### config.mk
export PLATFORM = sky130hd
export DESIGN_NAME = pressure_sensor_conditioner_flat
export DESIGN_NICKNAME = d
export VERILOG_FILES = /design/src/hdl/psc_pkg.sv /design/src/hdl/psc_if.sv /design/src/hdl/psc_div.sv /design/src/hdl/psc_fifo.sv /design/src/hdl/psc_front.sv /design/src/hdl/psc_back.sv /design/src/hdl/pressure_sensor_conditioner.sv /design/src/flat_wrapper.sv
export SDC_FILE = /design/constraint.sdc
export NUM_CORES = 2
export LEC_CHECK = 0
export ABC_AREA = 1
export BUFFER_PORTS_ARGS = -buffer_cell sky130_fd_sc_hd__buf_2
export CORE_AREA = 2 2 322 324
export CTS_CLUSTER_DIAMETER = 40
export DETAILED_ROUTE_END_ITERATION = 10
export DIE_AREA = 0 0 324 326
export MAX_ROUTING_LAYER = met4
export PLACE_DENSITY = 0.81
export SYNTH_ARGS = -nofsm -noshare
export SYNTH_HDL_FRONTEND = slang
export SYNTH_SLANG_ARGS = --single-unit
### constraint.sdc
create_clock -name clk -period 11.3 [get_ports clk]
set_input_delay 1.13 -clock clk [delete_from_list [all_inputs] [get_ports clk]]
set_output_delay 1.13 -clock clk [all_outputs]
set_load 0.1 [all_outputs]
### src/hdl/psc_pkg.sv
// shared types, constants and helpers for the pressure sensor conditioner
package psc_pkg;

  localparam int MV_W       = 12;
  localparam int FUNC_W     = 2;
  localparam int PA_W       = 22;
  localparam int FAULT_W    = 2;
  localparam int SUPPLY_W   = 13;
  localparam int SPAN_W     = 10;
  localparam int FS_W       = 20;
  localparam int ZREAD_W    = 16;
  localparam int CFG_DATA_W = 20;
  localparam int CFG_IDX_W  = 3;
  localparam int ZSUM_W     = 28;
  localparam int ZCNT_W     = 16;
  localparam int THEO_W     = 23;
  localparam int THEO_RW    = 24;
  localparam int THEO_PW    = THEO_W + THEO_RW;
  localparam int THEO_SHIFT = 34;
  localparam int DEN_W      = 23;
  localparam int PROD_W     = 32;
  localparam int PCT_W      = 20;
  localparam int DIV_DW     = 43;
  localparam int DIV_SW     = 23;
  localparam int DIV_NW     = $clog2(DIV_DW + 1);
  localparam int QUEUE_DEPTH = 2;

  localparam logic [MV_W-1:0]     MV_MAX         = 12'd4095;
  localparam logic [MV_W-1:0]     LOW_MV         = 12'd50;
  localparam logic [SUPPLY_W:0]   NEAR_SUPPLY_MV = 14'd100;
  localparam logic [PCT_W-1:0]    PCT_SCALE      = 20'd100;
  localparam logic [PCT_W-1:0]    PCT_BIDIR      = 20'd30;
  localparam logic [PCT_W-1:0]    PCT_LOW        = 20'd3;
  localparam logic [PCT_W-1:0]    PCT_BAND_LO    = 20'd20;
  localparam logic [PCT_W-1:0]    PCT_BAND_HI    = 20'd40;
  localparam logic [PCT_W-1:0]    PCT_HIGH       = 20'd65;
  localparam logic [SPAN_W-1:0]   PERMILLE       = 10'd1000;
  // ceil(2^34 / 2000): exact division by 2000 for any 23-bit numerator
  localparam logic [THEO_RW-1:0]  THEO_RECIP     = 24'd8589935;
  localparam logic [THEO_W-1:0]   THEO_ROUND     = 23'd1000;
  localparam logic [10:0]         SCALE_UNI      = 11'd1000;
  localparam logic [10:0]         SCALE_BI       = 11'd2000;
  localparam logic [DIV_DW-1:0]   PA_LIMIT       = 43'd2000000;

  typedef enum logic [FUNC_W-1:0] {
    FUNC_MEASURE = 2'd0,
    FUNC_ZERO    = 2'd1,
    FUNC_LOAD    = 2'd2,
    FUNC_NONE    = 2'd3
  } func_t;

  typedef enum logic [CFG_IDX_W-1:0] {
    REG_SUPPLY        = 3'd0,
    REG_SPAN          = 3'd1,
    REG_FULL_SCALE    = 3'd2,
    REG_BIDIR         = 3'd3,
    REG_AUTO_DETECT   = 3'd4,
    REG_ZERO_READINGS = 3'd5
  } reg_idx_t;

  typedef enum logic [FAULT_W-1:0] {
    FAULT_OK   = 2'd0,
    FAULT_LOW  = 2'd1,
    FAULT_HIGH = 2'd2
  } fault_t;

  typedef enum logic [3:0] {
    ST_IDLE,
    ST_LOAD,
    ST_AVG_MUL,
    ST_AVG_SET,
    ST_CHECK,
    ST_ZDIV_GO,
    ST_ZDIV_WAIT,
    ST_DETECT,
    ST_EZ,
    ST_THEO_NUM,
    ST_THEO_SET,
    ST_MUL1,
    ST_MUL2,
    ST_PDIV_GO,
    ST_PDIV_WAIT,
    ST_OUT
  } back_state_t;

  typedef struct packed {
    logic [SUPPLY_W-1:0] supply_mv;
    logic [SPAN_W-1:0]   span_permille;
    logic [FS_W-1:0]     full_scale_pa;
    logic                auto_detect;
    logic [ZREAD_W-1:0]  zero_readings;
  } cfg_t;

  typedef struct packed {
    logic load;
    logic value;
  } mode_load_t;

  // width of a group sum plus its rounding half, never narrower than a sample
  function automatic int sum_width(input int os);
    int w;
    w = $clog2(os * 4095 + (os >> 1) + 1);
    return (w < MV_W) ? MV_W : w;
  endfunction

endpackage

### src/hdl/psc_if.sv
// sample and result channel interfaces
interface psc_in_if;
  import psc_pkg::*;
  logic            valid;
  logic            ready;
  logic [FUNC_W-1:0] func;
  logic [MV_W-1:0] sample_mv;
  modport source (output valid, func, sample_mv, input ready);
  modport sink   (input valid, func, sample_mv, output ready);
endinterface

interface psc_out_if;
  import psc_pkg::*;
  logic                valid;
  logic                ready;
  logic [MV_W-1:0]     reading_mv;
  logic signed [PA_W-1:0] pressure_pa;
  logic [FAULT_W-1:0]  fault;
  logic [MV_W-1:0]     zero_level_mv;
  logic                is_bidirectional;
  logic                zero_updated;
  logic                zero_suspect;
  modport source (output valid, reading_mv, pressure_pa, fault, zero_level_mv,
                  is_bidirectional, zero_updated, zero_suspect, input ready);
  modport sink   (input valid, reading_mv, pressure_pa, fault, zero_level_mv,
                  is_bidirectional, zero_updated, zero_suspect, output ready);
endinterface

### src/hdl/psc_div.sv
// shared restoring divider, one quotient bit per cycle
module psc_div (
  input  logic                        clk,
  input  logic                        rst,
  input  logic                        start,
  input  logic [psc_pkg::DIV_NW-1:0]  n,
  input  logic [psc_pkg::DIV_DW-1:0]  dividend,
  input  logic [psc_pkg::DIV_SW-1:0]  divisor,
  output logic                        done,
  output logic [psc_pkg::DIV_DW-1:0]  quotient
);
  import psc_pkg::*;

  logic [DIV_DW-1:0] dvd;
  logic [DIV_SW:0]   rem;
  logic [DIV_SW-1:0] dsr;
  logic [DIV_NW-1:0] cnt;
  logic              busy;
  logic [DIV_SW:0]   shifted;
  logic [DIV_SW+1:0] trial;
  logic [DIV_NW-1:0] shamt;

  assign shifted  = {rem[DIV_SW-1:0], dvd[DIV_DW-1]};
  assign trial    = {1'b0, shifted} - {2'b00, dsr};
  assign shamt    = DIV_NW'(DIV_DW) - n;
  assign quotient = dvd;

  always_ff @(posedge clk) begin
    if (rst) begin
      busy <= 1'b0;
      done <= 1'b0;
      cnt  <= '0;
    end else begin
      done <= 1'b0;
      if (start) begin
        // align the significant bits of the dividend at the top
        dvd  <= dividend << shamt;
        rem  <= '0;
        dsr  <= divisor;
        cnt  <= n;
        busy <= 1'b1;
      end else if (busy) begin
        if (trial[DIV_SW+1]) begin
          rem <= shifted;
          dvd <= {dvd[DIV_DW-2:0], 1'b0};
        end else begin
          rem <= trial[DIV_SW:0];
          dvd <= {dvd[DIV_DW-2:0], 1'b1};
        end
        cnt <= cnt - 1'b1;
        if (cnt == DIV_NW'(1)) begin
          busy <= 1'b0;
          done <= 1'b1;
        end
      end
    end
  end

endmodule

### src/hdl/psc_fifo.sv
// short job queue between the front and back parts
module psc_fifo #(
  parameter int WIDTH = 18,
  parameter int DEPTH = 2
) (
  input  logic             clk,
  input  logic             rst,
  input  logic             push,
  input  logic [WIDTH-1:0] wdata,
  output logic             full,
  input  logic             pop,
  output logic [WIDTH-1:0] rdata,
  output logic             valid
);
  localparam int AW = (DEPTH > 1) ? $clog2(DEPTH) : 1;
  localparam int FW = $clog2(DEPTH + 1);
  localparam logic [AW-1:0] LAST = AW'(DEPTH - 1);

  logic [WIDTH-1:0] slots [DEPTH];
  logic [AW-1:0]    wr_ptr;
  logic [AW-1:0]    rd_ptr;
  logic [FW-1:0]    fill;
  logic             do_push;
  logic             do_pop;

  assign full    = (fill == FW'(DEPTH));
  assign valid   = (fill != '0);
  assign rdata   = slots[rd_ptr];
  assign do_push = push && !full;
  assign do_pop  = pop && valid;

  always_ff @(posedge clk) begin
    if (rst) begin
      wr_ptr <= '0;
      rd_ptr <= '0;
      fill   <= '0;
    end else begin
      if (do_push) begin
        wr_ptr <= (wr_ptr == LAST) ? '0 : wr_ptr + 1'b1;
      end
      if (do_pop) begin
        rd_ptr <= (rd_ptr == LAST) ? '0 : rd_ptr + 1'b1;
      end
      case ({do_push, do_pop})
        2'b10:   fill <= fill + 1'b1;
        2'b01:   fill <= fill - 1'b1;
        default: fill <= fill;
      endcase
    end
  end

  always_ff @(posedge clk) begin
    if (do_push) begin
      slots[wr_ptr] <= wdata;
    end
  end

endmodule

### src/hdl/psc_front.sv
// front part: takes samples, builds oversample groups, queues jobs
module psc_front #(
  parameter int OVERSAMPLE = 16,
  parameter int SUMW = 16
) (
  input  logic                clk,
  input  logic                rst,
  psc_in_if.sink              samples,
  input  logic                full,
  output logic                push,
  output psc_pkg::func_t      push_func,
  output logic [SUMW-1:0]     push_value
);
  import psc_pkg::*;

  localparam int CNTW = $clog2(OVERSAMPLE + 1);
  localparam logic [CNTW-1:0] LAST = CNTW'(OVERSAMPLE - 1);

  logic [SUMW-1:0] sample_sum;
  logic [SUMW-1:0] sum_next;
  logic [CNTW-1:0] sample_count;
  logic            take;
  logic            group_end;
  func_t           func;

  assign samples.ready = !full;
  assign take          = samples.valid && samples.ready;
  assign func          = func_t'(samples.func);
  assign sum_next      = sample_sum + SUMW'(samples.sample_mv);
  assign group_end     = (sample_count == LAST);

  always_comb begin
    push       = 1'b0;
    push_func  = func;
    push_value = sum_next;
    case (func)
      FUNC_LOAD: begin
        push       = take;
        push_value = SUMW'(samples.sample_mv);
      end
      FUNC_MEASURE, FUNC_ZERO: push = take && group_end;
      default: push = 1'b0;
    endcase
  end

  always_ff @(posedge clk) begin
    if (rst) begin
      sample_sum   <= '0;
      sample_count <= '0;
    end else if (take && (func == FUNC_MEASURE || func == FUNC_ZERO)) begin
      if (group_end) begin
        sample_sum   <= '0;
        sample_count <= '0;
      end else begin
        sample_sum   <= sum_next;
        sample_count <= sample_count + 1'b1;
      end
    end
  end

endmodule

### src/hdl/psc_back.sv
// back part: averaging, auto-zero, zero offset and pascal scaling
module psc_back #(
  parameter int OVERSAMPLE = 16,
  parameter int SUMW = 16
) (
  input  logic                  clk,
  input  logic                  rst,
  input  logic                  job_valid,
  input  psc_pkg::func_t        job_func,
  input  logic [SUMW-1:0]       job_value,
  output logic                  job_pop,
  input  psc_pkg::cfg_t         cfg,
  input  psc_pkg::mode_load_t   mode,
  psc_out_if.source             results
);
  import psc_pkg::*;

  // group average by reciprocal multiplication, exact for any SUMW-bit sum
  localparam int OS_SH  = $clog2(OVERSAMPLE);
  localparam int AVG_K  = SUMW + OS_SH;
  localparam int AVG_MW = SUMW + 1;
  localparam int AVG_PW = SUMW + AVG_MW;
  localparam logic [AVG_MW-1:0] AVG_RECIP =
    AVG_MW'(((longint'(1) << AVG_K) + longint'(OVERSAMPLE) - 1) / longint'(OVERSAMPLE));
  localparam logic [SUMW-1:0] HALF_OS = SUMW'(OVERSAMPLE / 2);

  back_state_t       state, state_next;
  func_t             func_q;
  logic [SUMW-1:0]   value_q;
  logic [MV_W-1:0]   reading;
  fault_t            fault;
  logic [ZSUM_W-1:0] zero_sum;
  logic [ZCNT_W-1:0] zero_count;
  logic [MV_W-1:0]   zero_offset;
  logic              zero_known;
  logic              bidir_mode;
  logic              suspect;
  logic              updated;
  logic [MV_W-1:0]   ez;
  logic              neg;
  logic [PROD_W-1:0] prod1;
  logic [DEN_W-1:0]  den;
  logic [DIV_DW-1:0] mag;
  logic [PA_W-1:0]   pa;
  logic              out_valid;

  logic              div_start;
  logic [DIV_NW-1:0] div_n;
  logic [DIV_DW-1:0] div_dividend;
  logic [DIV_SW-1:0] div_divisor;
  logic              div_done;
  logic [DIV_DW-1:0] div_q;

  logic [AVG_PW-1:0]  avg_prod;
  logic [AVG_PW-1:0]  avg_q;
  logic [THEO_W-1:0]  theo_q;
  logic [THEO_PW-1:0] theo_prod;
  logic [THEO_PW-1:0] theo_z;

  logic [ZREAD_W:0]  zero_need;
  logic              zrun_done;
  logic [THEO_W-1:0] theo_num;
  logic [SUPPLY_W:0] half_supply;
  logic [MV_W:0]     diff;
  logic [MV_W-1:0]   abs_diff;
  logic [PCT_W-1:0]  p;
  logic [PCT_W-1:0]  s;
  logic [PA_W-1:0]   pa_mag;
  logic              out_free;

  psc_div u_div (
    .clk      (clk),
    .rst      (rst),
    .start    (div_start),
    .n        (div_n),
    .dividend (div_dividend),
    .divisor  (div_divisor),
    .done     (div_done),
    .quotient (div_q)
  );

  assign zero_need   = (cfg.zero_readings == '0) ? (ZREAD_W+1)'(1)
                                                  : {1'b0, cfg.zero_readings};
  assign zrun_done   = ({1'b0, zero_count} + 1'b1) >= zero_need;
  assign theo_num    = THEO_W'(cfg.supply_mv) * THEO_W'(PERMILLE - cfg.span_permille)
                       + THEO_ROUND;
  assign half_supply = ({1'b0, cfg.supply_mv} + 1'b1) >> 1;
  assign diff        = {1'b0, reading} - {1'b0, ez};
  assign abs_diff    = diff[MV_W] ? MV_W'(-diff) : diff[MV_W-1:0];
  assign p           = PCT_W'(zero_offset) * PCT_SCALE;
  assign s           = PCT_W'(cfg.supply_mv);
  assign pa_mag      = (div_q > PA_LIMIT) ? PA_W'(PA_LIMIT) : div_q[PA_W-1:0];
  assign out_free    = !out_valid || results.ready;
  assign avg_q       = avg_prod >> AVG_K;
  assign theo_prod   = THEO_PW'(theo_q) * THEO_PW'(THEO_RECIP);
  assign theo_z      = theo_prod >> THEO_SHIFT;

  // next state
  always_comb begin
    state_next = state;
    case (state)
      ST_IDLE: begin
        if (job_valid) begin
          state_next = (job_func == FUNC_LOAD) ? ST_LOAD : ST_AVG_MUL;
        end
      end
      ST_LOAD:      state_next = ST_OUT;
      ST_AVG_MUL:   state_next = ST_AVG_SET;
      ST_AVG_SET:   state_next = ST_CHECK;
      ST_CHECK: begin
        if (func_q == FUNC_ZERO && zrun_done) state_next = ST_ZDIV_GO;
        else state_next = ST_EZ;
      end
      ST_ZDIV_GO:   state_next = ST_ZDIV_WAIT;
      ST_ZDIV_WAIT: if (div_done) state_next = ST_DETECT;
      ST_DETECT:    state_next = ST_EZ;
      ST_EZ: begin
        if (!zero_known && !bidir_mode && cfg.span_permille < PERMILLE) begin
          state_next = ST_THEO_NUM;
        end else begin
          state_next = ST_MUL1;
        end
      end
      ST_THEO_NUM:  state_next = ST_THEO_SET;
      ST_THEO_SET:  state_next = ST_MUL1;
      ST_MUL1:      state_next = ST_MUL2;
      ST_MUL2:      state_next = (den == '0) ? ST_OUT : ST_PDIV_GO;
      ST_PDIV_GO:   state_next = ST_PDIV_WAIT;
      ST_PDIV_WAIT: if (div_done) state_next = ST_OUT;
      ST_OUT:       if (out_free) state_next = ST_IDLE;
      default:      state_next = ST_IDLE;
    endcase
  end

  // outputs of the sequencer
  always_comb begin
    job_pop      = 1'b0;
    div_start    = 1'b0;
    div_n        = DIV_NW'(DIV_DW);
    div_dividend = mag + DIV_DW'(den >> 1);
    div_divisor  = den;
    case (state)
      ST_IDLE: job_pop = job_valid;
      ST_ZDIV_GO: begin
        div_start    = 1'b1;
        div_n        = DIV_NW'(ZSUM_W);
        div_dividend = DIV_DW'(zero_sum) + DIV_DW'(zero_count >> 1);
        div_divisor  = DIV_SW'(zero_count);
      end
      ST_PDIV_GO: div_start = 1'b1;
      default: div_start = 1'b0;
    endcase
  end

  always_ff @(posedge clk) begin
    if (rst) begin
      state       <= ST_IDLE;
      out_valid   <= 1'b0;
      zero_sum    <= '0;
      zero_count  <= '0;
      zero_offset <= '0;
      zero_known  <= 1'b0;
      bidir_mode  <= 1'b0;
    end else begin
      state <= state_next;
      if (mode.load) begin
        bidir_mode <= mode.value;
      end
      if (state == ST_OUT && out_free) begin
        out_valid <= 1'b1;
      end else if (results.ready) begin
        out_valid <= 1'b0;
      end
      case (state)
        ST_IDLE: begin
          if (job_valid) begin
            func_q  <= job_func;
            value_q <= job_value;
            updated <= 1'b0;
            suspect <= 1'b0;
          end
        end
        ST_LOAD: begin
          zero_offset <= value_q[MV_W-1:0];
          zero_known  <= 1'b1;
          zero_sum    <= '0;
          zero_count  <= '0;
          updated     <= 1'b1;
          reading     <= '0;
          fault       <= FAULT_OK;
          pa          <= '0;
          ez          <= value_q[MV_W-1:0];
        end
        ST_AVG_MUL: begin
          avg_prod <= AVG_PW'(value_q + HALF_OS) * AVG_PW'(AVG_RECIP);
        end
        ST_AVG_SET: begin
          reading <= (avg_q > AVG_PW'(MV_MAX)) ? MV_MAX : avg_q[MV_W-1:0];
        end
        ST_CHECK: begin
          if (reading < LOW_MV) begin
            fault <= FAULT_LOW;
          end else if ({2'b00, reading} + NEAR_SUPPLY_MV > {1'b0, cfg.supply_mv}) begin
            fault <= FAULT_HIGH;
          end else begin
            fault <= FAULT_OK;
          end
          if (func_q == FUNC_ZERO) begin
            zero_sum   <= zero_sum + ZSUM_W'(reading);
            zero_count <= zero_count + 1'b1;
          end
        end
        ST_ZDIV_WAIT: begin
          if (div_done) begin
            zero_offset <= (div_q > DIV_DW'(MV_MAX)) ? MV_MAX : div_q[MV_W-1:0];
            zero_known  <= 1'b1;
            zero_sum    <= '0;
            zero_count  <= '0;
            updated     <= 1'b1;
          end
        end
        ST_DETECT: begin
          if (cfg.auto_detect) begin
            bidir_mode <= p > PCT_BIDIR * s;
            suspect    <= (p < PCT_LOW * s)
                          || (p > PCT_BAND_LO * s && p < PCT_BAND_HI * s)
                          || (p > PCT_HIGH * s);
          end
        end
        ST_EZ: begin
          if (zero_known) begin
            ez <= zero_offset;
          end else if (bidir_mode) begin
            ez <= (half_supply > (SUPPLY_W+1)'(MV_MAX)) ? MV_MAX : half_supply[MV_W-1:0];
          end else begin
            // a span of the full supply or more puts the zero at ground
            ez <= '0;
          end
        end
        ST_THEO_NUM: begin
          theo_q <= theo_num;
        end
        ST_THEO_SET: begin
          ez <= (theo_z > THEO_PW'(MV_MAX)) ? MV_MAX : theo_z[MV_W-1:0];
        end
        ST_MUL1: begin
          neg   <= diff[MV_W];
          prod1 <= PROD_W'(abs_diff) * PROD_W'(cfg.full_scale_pa);
          den   <= DEN_W'(cfg.supply_mv) * DEN_W'(cfg.span_permille);
        end
        ST_MUL2: begin
          mag <= DIV_DW'(prod1) * DIV_DW'(bidir_mode ? SCALE_BI : SCALE_UNI);
          if (den == '0) begin
            pa <= '0;
          end
        end
        ST_PDIV_WAIT: begin
          if (div_done) begin
            pa <= neg ? (~pa_mag + 1'b1) : pa_mag;
          end
        end
        ST_OUT: begin
          if (out_free) begin
            results.reading_mv       <= reading;
            results.pressure_pa      <= pa;
            results.fault            <= fault;
            results.zero_level_mv    <= ez;
            results.is_bidirectional <= bidir_mode;
            results.zero_updated     <= updated;
            results.zero_suspect     <= suspect;
          end
        end
        default: ;
      endcase
    end
  end

  assign results.valid = out_valid;

endmodule

### src/hdl/pressure_sensor_conditioner.sv
// pressure sensor conditioner top level: config registers, front, queue and back
// a sample that does not close a group is taken whenever the job queue has room
// a closed group runs through the back and divides on the shared bit-serial divider unless
// it has no divisor; a theoretical zero adds a multiply and an auto-zero run a divide
// a zero load sets the offset directly; a result held by the receiver stalls the back
// rst is synchronous: registers take their defaults, sums and counts clear
module pressure_sensor_conditioner #(
  parameter int OVERSAMPLE = 16
) (
  input  logic                           clk,
  input  logic                           rst,
  psc_in_if.sink                         samples,
  psc_out_if.source                      results,
  input  logic                           cfg_we,
  input  logic [psc_pkg::CFG_IDX_W-1:0]  cfg_index,
  input  logic [psc_pkg::CFG_DATA_W-1:0] cfg_data
);
  import psc_pkg::*;

  localparam int SUMW = sum_width(OVERSAMPLE);
  localparam int JOBW = FUNC_W + SUMW;

  cfg_t            cfg;
  mode_load_t      mode;

  logic            push;
  func_t           push_func;
  logic [SUMW-1:0] push_value;
  logic            full;
  logic            job_valid;
  logic            job_pop;
  logic [JOBW-1:0] job_data;

  always_ff @(posedge clk) begin
    if (rst) begin
      cfg.supply_mv     <= 13'd3300;
      cfg.span_permille <= 10'd800;
      cfg.full_scale_pa <= 20'd40000;
      cfg.auto_detect   <= 1'b0;
      cfg.zero_readings <= 16'd256;
    end else if (cfg_we) begin
      case (reg_idx_t'(cfg_index))
        REG_SUPPLY:        cfg.supply_mv     <= cfg_data[SUPPLY_W-1:0];
        REG_SPAN:          cfg.span_permille <= cfg_data[SPAN_W-1:0];
        REG_FULL_SCALE:    cfg.full_scale_pa <= cfg_data[FS_W-1:0];
        REG_AUTO_DETECT:   cfg.auto_detect   <= cfg_data[0];
        REG_ZERO_READINGS: cfg.zero_readings <= cfg_data[ZREAD_W-1:0];
        default: ;
      endcase
    end
  end

  // writing the default mode only sets the live mode held in the back part
  assign mode.load  = cfg_we && (reg_idx_t'(cfg_index) == REG_BIDIR);
  assign mode.value = cfg_data[0];

  psc_front #(
    .OVERSAMPLE (OVERSAMPLE),
    .SUMW       (SUMW)
  ) u_front (
    .clk        (clk),
    .rst        (rst),
    .samples    (samples),
    .full       (full),
    .push       (push),
    .push_func  (push_func),
    .push_value (push_value)
  );

  psc_fifo #(
    .WIDTH (JOBW),
    .DEPTH (QUEUE_DEPTH)
  ) u_queue (
    .clk   (clk),
    .rst   (rst),
    .push  (push),
    .wdata ({push_func, push_value}),
    .full  (full),
    .pop   (job_pop),
    .rdata (job_data),
    .valid (job_valid)
  );

  psc_back #(
    .OVERSAMPLE (OVERSAMPLE),
    .SUMW       (SUMW)
  ) u_back (
    .clk       (clk),
    .rst       (rst),
    .job_valid (job_valid),
    .job_func  (func_t'(job_data[JOBW-1 -: FUNC_W])),
    .job_value (job_data[SUMW-1:0]),
    .job_pop   (job_pop),
    .cfg       (cfg),
    .mode      (mode),
    .results   (results)
  );

endmodule
### src/flat_wrapper.sv
// flat-port wrapper written by rule: the top's interface ports become plain ports
module pressure_sensor_conditioner_flat import psc_pkg::*;
#(
  parameter int OVERSAMPLE = 16
)
  (clk, rst, cfg_we, cfg_index, cfg_data, samples_valid, samples_func, samples_sample_mv, samples_ready, results_valid, results_reading_mv, results_pressure_pa, results_fault, results_zero_level_mv, results_is_bidirectional, results_zero_updated, results_zero_suspect, results_ready);
  psc_in_if samples_i ();
  psc_out_if results_i ();
  input  logic clk;
  input  logic rst;
  input  logic cfg_we;
  input  logic [psc_pkg::CFG_IDX_W-1:0] cfg_index;
  input  logic [psc_pkg::CFG_DATA_W-1:0] cfg_data;
  input wire logic [$bits(samples_i.valid)-1:0] samples_valid;
  input wire logic [$bits(samples_i.func)-1:0] samples_func;
  input wire logic [$bits(samples_i.sample_mv)-1:0] samples_sample_mv;
  output wire logic [$bits(samples_i.ready)-1:0] samples_ready;
  output wire logic [$bits(results_i.valid)-1:0] results_valid;
  output wire logic [$bits(results_i.reading_mv)-1:0] results_reading_mv;
  output wire logic [$bits(results_i.pressure_pa)-1:0] results_pressure_pa;
  output wire logic [$bits(results_i.fault)-1:0] results_fault;
  output wire logic [$bits(results_i.zero_level_mv)-1:0] results_zero_level_mv;
  output wire logic [$bits(results_i.is_bidirectional)-1:0] results_is_bidirectional;
  output wire logic [$bits(results_i.zero_updated)-1:0] results_zero_updated;
  output wire logic [$bits(results_i.zero_suspect)-1:0] results_zero_suspect;
  input wire logic [$bits(results_i.ready)-1:0] results_ready;
  assign samples_i.valid = samples_valid;
  assign samples_i.func = samples_func;
  assign samples_i.sample_mv = samples_sample_mv;
  assign samples_ready = samples_i.ready;
  assign results_valid = results_i.valid;
  assign results_reading_mv = results_i.reading_mv;
  assign results_pressure_pa = results_i.pressure_pa;
  assign results_fault = results_i.fault;
  assign results_zero_level_mv = results_i.zero_level_mv;
  assign results_is_bidirectional = results_i.is_bidirectional;
  assign results_zero_updated = results_i.zero_updated;
  assign results_zero_suspect = results_i.zero_suspect;
  assign results_i.ready = results_ready;
  pressure_sensor_conditioner #(.OVERSAMPLE(OVERSAMPLE)) u_core (.clk(clk), .rst(rst), .samples(samples_i), .results(results_i), .cfg_we(cfg_we), .cfg_index(cfg_index), .cfg_data(cfg_data));
endmodule
# Word-level counts from Yosys, hierarchy flattened
# Memories as Yosys holds them, arrays and structs flattened. A register that Yosys moved wholly into a read port is not among the register bits.
# Cells that the tools add are included.
# word_totals
mem_count,1
ram_bits,36
word_cells,268
ff_bits,503
# memory_table
name,depth,word_bits,rd,rd_ports_with_merged_regs,write_ports,line,source
u_core.u_queue.slots,2,18,1,1,1,psc_fifo.sv:19,logic [WIDTH-1:0] slots [DEPTH];
# classes
addsub,22
multipliers,11
reduce_logical,61
n_mux,74
n_eq_ne,36
bitwise_logic,3
order_cmp,14
shift,1
# op_table
operator,count
2-to-1 mux 43 bit,3
2-to-1 mux 12 bit,8
2-to-1 mux 16 bit,6
2-to-1 mux 22 bit,4
case mux 28 bit (3 select lines),1
case mux 22 bit (3 select lines),1
case mux 4 bit (16 select lines),1
2-to-1 mux 28 bit,2
case mux 12 bit (2 select lines),2
case mux 16 bit (3 select lines),1
multiplier 23 x 24 -> 47 bit (second input constant),1
2-to-1 mux 23 bit,2
adder 43 x 22 -> 43 bit,1
greater-than comparator 43 x 12 -> 1 bit (second input constant),1
greater-than comparator 43 x 21 -> 1 bit (second input constant),1
multiplier 32 x 11 -> 43 bit,1
<< shifter 43 x 6 -> 43 bit,1
greater-than comparator 13 x 12 -> 1 bit (second input constant),3
greater-than comparator 19 x 18 -> 1 bit,2
case mux 12 bit (3 select lines),1
equality test 4 bit (second input constant),8
multiplier 12 x 20 -> 32 bit,1
multiplier 3 x 13 -> 16 bit (first input constant),2
AND reduction 2 bit,15
70 further kinds,153

# Longest topological paths before layout
# logic_depth
depth_word,8
mapped_depth,38
ltp_nobuf,38

# Cells and area by module
# Synthesis repeated with hierarchy kept, for this count alone.
# unflattened
hier_cells,8771
area_unflattened_um2,70003.4
# by_module_without_submodules
module,area_each_um2,cells_per_inst,n_inst,seq_area_each_um2
psc_back,56073.8,6863,1,8798.4
psc_div,7998.9,1157,1,2832.7
pressure_sensor_conditioner,2421.1,345,1,1201.2
psc_front,1905.6,310,1,420.4
psc_fifo,1604.0,96,1,1181.1

# Least setup slack after synthesis
# No wires, ideal clock.
# synth_path
kind,reg2reg
start,reg u_core.u_back.reading[0]
end,reg u_core.u_back.prod1[29] (data pin)
setup_ns,0.257
path_buffers,1
slack_ns,4.409
arrival_ns,6.633
stages_incl_launch_ff,32
cell_sequence,edfxtp_1 > inv_1 > ha_1 > fa_1 > o21ai_2 > a21boi_1 > xor2_1 > inv_1 > nor3_2 > nand2_1 > nand2_2 > xor2_4 > buf_6 > nor2_1 > fa_1 > inv_1 > fa_1 > fa_1 > fa_1 > fa_1 > inv_1 > ha_1 > a21oi_1 > o21ai_0 > a21oi_1 > o21ai_0 > a21oi_1 > o21bai_1 > a21boi_0 > o21ai_0 > nand2_1 > nand2_1
# synth_via
elab_chain_len,4
# synth_rtl
element,line,source
from (decl),psc_back.sv:30,logic [MV_W-1:0] reading;
from (signal assigned),psc_back.sv:198,reading <= (avg_q > AVG_PW'(MV_MAX)) ? MV_MAX : avg_q[MV_W-1:0];
subtractor 12 x 12 -> 13 bit *,psc_back.sv:88,"assign diff = {1'b0, reading} - {1'b0, ez};"
negator 12 bit,psc_back.sv:89,assign abs_diff = diff[MV_W] ? MV_W'(-diff) : diff[MV_W-1:0];
2-to-1 mux 12 bit *,psc_back.sv:89,
multiplier 12 x 20 -> 32 bit *,psc_back.sv:248,prod1 <= PROD_W'(abs_diff) * PROD_W'(cfg.full_scale_pa);
to (signal assigned),psc_back.sv:248,
to (decl),psc_back.sv:41,logic [PROD_W-1:0] prod1;
# Every way passes the cells marked *; elsewhere a longest branch is shown, timed or not.
# A chain may end at the register's enable or synchronous reset.

# Final worst setup path
# layout_path
start,reg u_core.u_back.reading[7]
end,reg u_core.u_back.prod1[29] (data pin)
# Same word-level chain as after synthesis.

==> results.md <==
- Sink Count: 533
- Clock slew at reported path FFs: 0.06 ns
- P_int: 9350 µW
- Largest stage delay on the critical path: 0.80 ns
- #FFs+latches synth: 533
- Area after DPL: 67,900 µm²
- Net switching power: a little over 9000 µW
- Post-synth ARST share: 0%
- Worst Setup End Kind: flop
- Post-route ant nets: 0
- Die Area: 106,000 µm²
- Pin count of the biggest net entering global routing: 70
- Synthesized area per cell: 8.41 µm²
- Sequential share of power: 15.8%
- Clock Power Share: 15.6%
- Post_cts resized: 0
- Final Cycle Share: 71.7%
- Area of the core: 103,000 µm²
- Comb pwr share: approximately two thirds
- Run status: finished clean
- Synth unique cells: 72
- Die Y: 326 µm
- Pwr dens: 262 nW/µm²
- Reg2reg path depth: 28
- Worst-Margin Slew: 1.35 ns
- GR Overflow Total: 0
- Setup violators final: 0
- CP required: 11.71 ns
- Post-route cell area: 71,100 µm²
- Max transition margin: 10.2%
- Arrival @ worst endpoint: 8.51 ns
- Seq/Total Area, Yosys: 21.9%
- CTS tree: built
- Routed len/inst: 19.9 µm
- Leak Pwr: approximately 0.035 µW
- Maximum clock frequency: 0.123 GHz
- Nets: around 9,500
- Clock root cell: clkbuf_16
- Final min period: 8.10 ns
- Mapped Area: 65,900 µm²
- Area grow syn2layout: 7.85%
- Crit path max fanout: 19
- # rows: 118
- Kind of critical path: reg -> reg
- Clock skew: 0.0418 ns
- Vias per inst: 5.79
- GP Congestion: 1.04
- Sw frac: 49.7%
- Max Buffers Root-to-Sink: 3
- Overall global routing resource usage: 37.3%
- Pre-CTS setup slack: around 3.3 ns
- Setup TNS Final: 0 ns
- Startpoint Class: flop
- Critical Path Slowest Stage Cell: xor2_2
- MaxCap Viol Count: 0
- Number of DRC markers in iteration 0: ~5,500
- Post-DP HPWL: 149 mm
- CTS Hold Bufs: 0
- Setup WS post-layout: 3.20 ns
- Worst-Skew Late Latency: 0.69 ns
- Most used DFF post-synth: edfxtp_1
- EDFF count, synth: 376
- TritonCTS buffer count: 86
- Worst IR drop on VDD: 840 µV
- DRC viols: 0
- Vias in the first global route: 54,700
- WHS Path Cells: 0
- Initial antenna violation count: 13
- Initial Util: between 60% and 70%
- DR pass1 iterations: 8
- Layout cells sized above 1: under 10%
- Post-Syn Instances: ~7,800
- Unrepaired setup endpoints after global routing: false
- YS warnings: 0
- First-pass GRT wire length: 296 mm
- Hold Crit Class: reg -> reg
- Slew Viols, Final: 0
- Via count: 54,300
- Final WL: 186 mm
- Die Width: 324 µm
- CTS H-Tree Depth: 3
- Crit-path most repeated cell: fa_1
- PortBufs: between 90 and 100
- Final Hold Vio Count: 0
- Total setup buffers inserted after CTS: 0
- I/O Pins: 95
-- kinds of logic (layout without fill, tap and decap cells) --
kind of cell	after synthesis	count (layout)	share of synthesized area, %
and+or+nand+nor	2446	2446	15.2
buffers and inverters	1769	1898	10.2
adders and majority gates	1574	1574	38.4
AOI/OAI and AO/OA	1233	1233	10.4
DFF	533	533	21.9
xor gates and xnor gates	264	264	3.59
muxes	17	17	0.290
other	2	42	0.0114
-- flip-flops by register name, indices dropped and copies added, names as in the netlist, 22 cells and up, named ones only --
name and cells:
u_core.cfg 60, u_core.u_back.u_div.quotient 43, u_core.u_back.mag 40, u_core.u_queue.slots 36, u_core.u_back.prod1 32, u_core.u_back.zero_sum 28, u_core.u_back.den 23, u_core.u_back.theo_q 23
u_core.u_back.u_div.dsr 23, u_core.u_back.u_div.rem 23, u_core.u_back.pa 22, u_core.u_back.results.pressure_pa 22
-- Yosys cell counts (all sizes together) (6+ instances only) --
cell / number / area share (%)
inv: 1598 / 9.1
nand2: 1392 / 8.0
ha: 828 / 16
fa: 746 / 23
nor2: 610 / 3.5
a21oi: 582 / 4.5
o21ai: 380 / 2.9
edfxtp: 376 / 17
nand3: 191 / 1.5
xor2: 176 / 2.4
dfxtp: 157 / 4.8
clkbuf: 118 / 0.67
xnor2: 88 / 1.2
nor3: 87 / 0.68
nand4: 77 / 0.74
a31oi: 45 / 0.43
buf: 44 / 0.37
a21o: 40 / 0.46
o211ai: 40 / 0.46
or2: 33 / 0.31
nor4: 31 / 0.30
a21boi: 22 / 0.25
o21a: 22 / 0.25
o21bai: 21 / 0.24
a211oi: 18 / 0.20
mux2: 17 / 0.29
o22ai: 15 / 0.14
a221oi: 10 / 0.13
nand3b: 10 / 0.12
clkinv: 9 / 0.051
nor3b: 6 / 0.068
o31ai: 6 / 0.068
-- power groups by stage --
| stage | combinational (µW) | clock [µW] | sequential (µW) |
|---|---|---|---|
| floorplan | 9670 | 0 | 2880 |
| detailed placement | 12500 | 0 | 2960 |
| finish | 12800 | 2900 | 2940 |
| global route | 14600 | 3000 | 2950 |
| CTS | 12700 | 2920 | 2930 |
| global placement | 12300 | 0 | 2960 |
-- path summary, 6_finish.rpt --
| check | startpoint | to | slack (ns) |
|---|---|---|---|
| max | u_core.u_back.reading[7] | u_core.u_back.prod1[29] | 3.20 |
| max reg2reg | u_core.u_back.reading[7] | u_core.u_back.prod1[29] | 3.20 |
| min reg2reg | u_core.u_back.pa[21] | u_core.u_back.results.pressure_pa[21] | 0.42 |
| min | u_core.u_back.pa[21] | u_core.u_back.results.pressure_pa[21] | 0.42 |
-- worst max-delay path: cells and delay by family, from the launching register on --
| kind | cells | cell delay [ns] |
|---|---|---|
| adders and majority gates | 7 | 3.42 |
| and+or+nand+nor | 4 | 0.39 |
| xor gates and xnor gates | 1 | 0.80 |
| AOI/OAI and AO/OA | 14 | 2.56 |
| buffers and inverters | 2 | 0.09 |
| DFF | 1 | 0.55 |
-- through the flow --
| stage | std cells | utilization (%) | total power, µW | hold slack [ns] |
|---|---|---|---|---|
| 3_3_place_gp | 9215 | 66.1 | 15300 | 0.403 |
| 3_5_place_dp | 9215 | 66.1 | 15500 | 0.405 |
| 2_1_floorplan | 7867 | - | 12500 | 0.400 |
| 4_1_cts | 9376 | 69.3 | 18500 | 0.419 |
| 6_report | 9387 | 69.3 | 18600 | 0.418 |
| 5_1_grt | 9385 | 69.3 | 20500 | 0.424 |
-- per-layer routing --
layer  part of all wire (%)  global-route usage, %
met2                     44                   55.1
met1                     41                   50.0
met5                      0                      -
met4                    4.5                   15.2
met3                     11                   7.80
-- cell usage in the layout, fill, tap and decap left out, drive strengths merged, types with 21 or more instances in the layout --
cell    count
inv      1628
a21o       40
nor4       31
nand3     191
edfxtp    376
a31oi      45
clkbuf     93
buf       130
dfxtp     157
o21a       22
xnor2      88
fa        746
conb       31
nand4      77
nor3       87
clkinv     31
o211ai     40
or2        33
o21bai     21
a21oi     582
nor2      610
xor2      176
ha        828
o21ai     380
a21boi     22
nand2    1392
-- area by class of cell --
type | instances | area, µm²
Tap cell | 1380 | 1730
Fill cell | 8096 | 31500
Multi-Input combinational cell | 5565 | 44900
Inverter | 1607 | 6030
Clock buffer | 93 | 2240
Antenna cell | 11 | 27.5
Clock inverter | 68 | 961
Timing Repair Buffer | 130 | 743
Sequential cell | 533 | 14400
(Power assumes the default switching activity.)
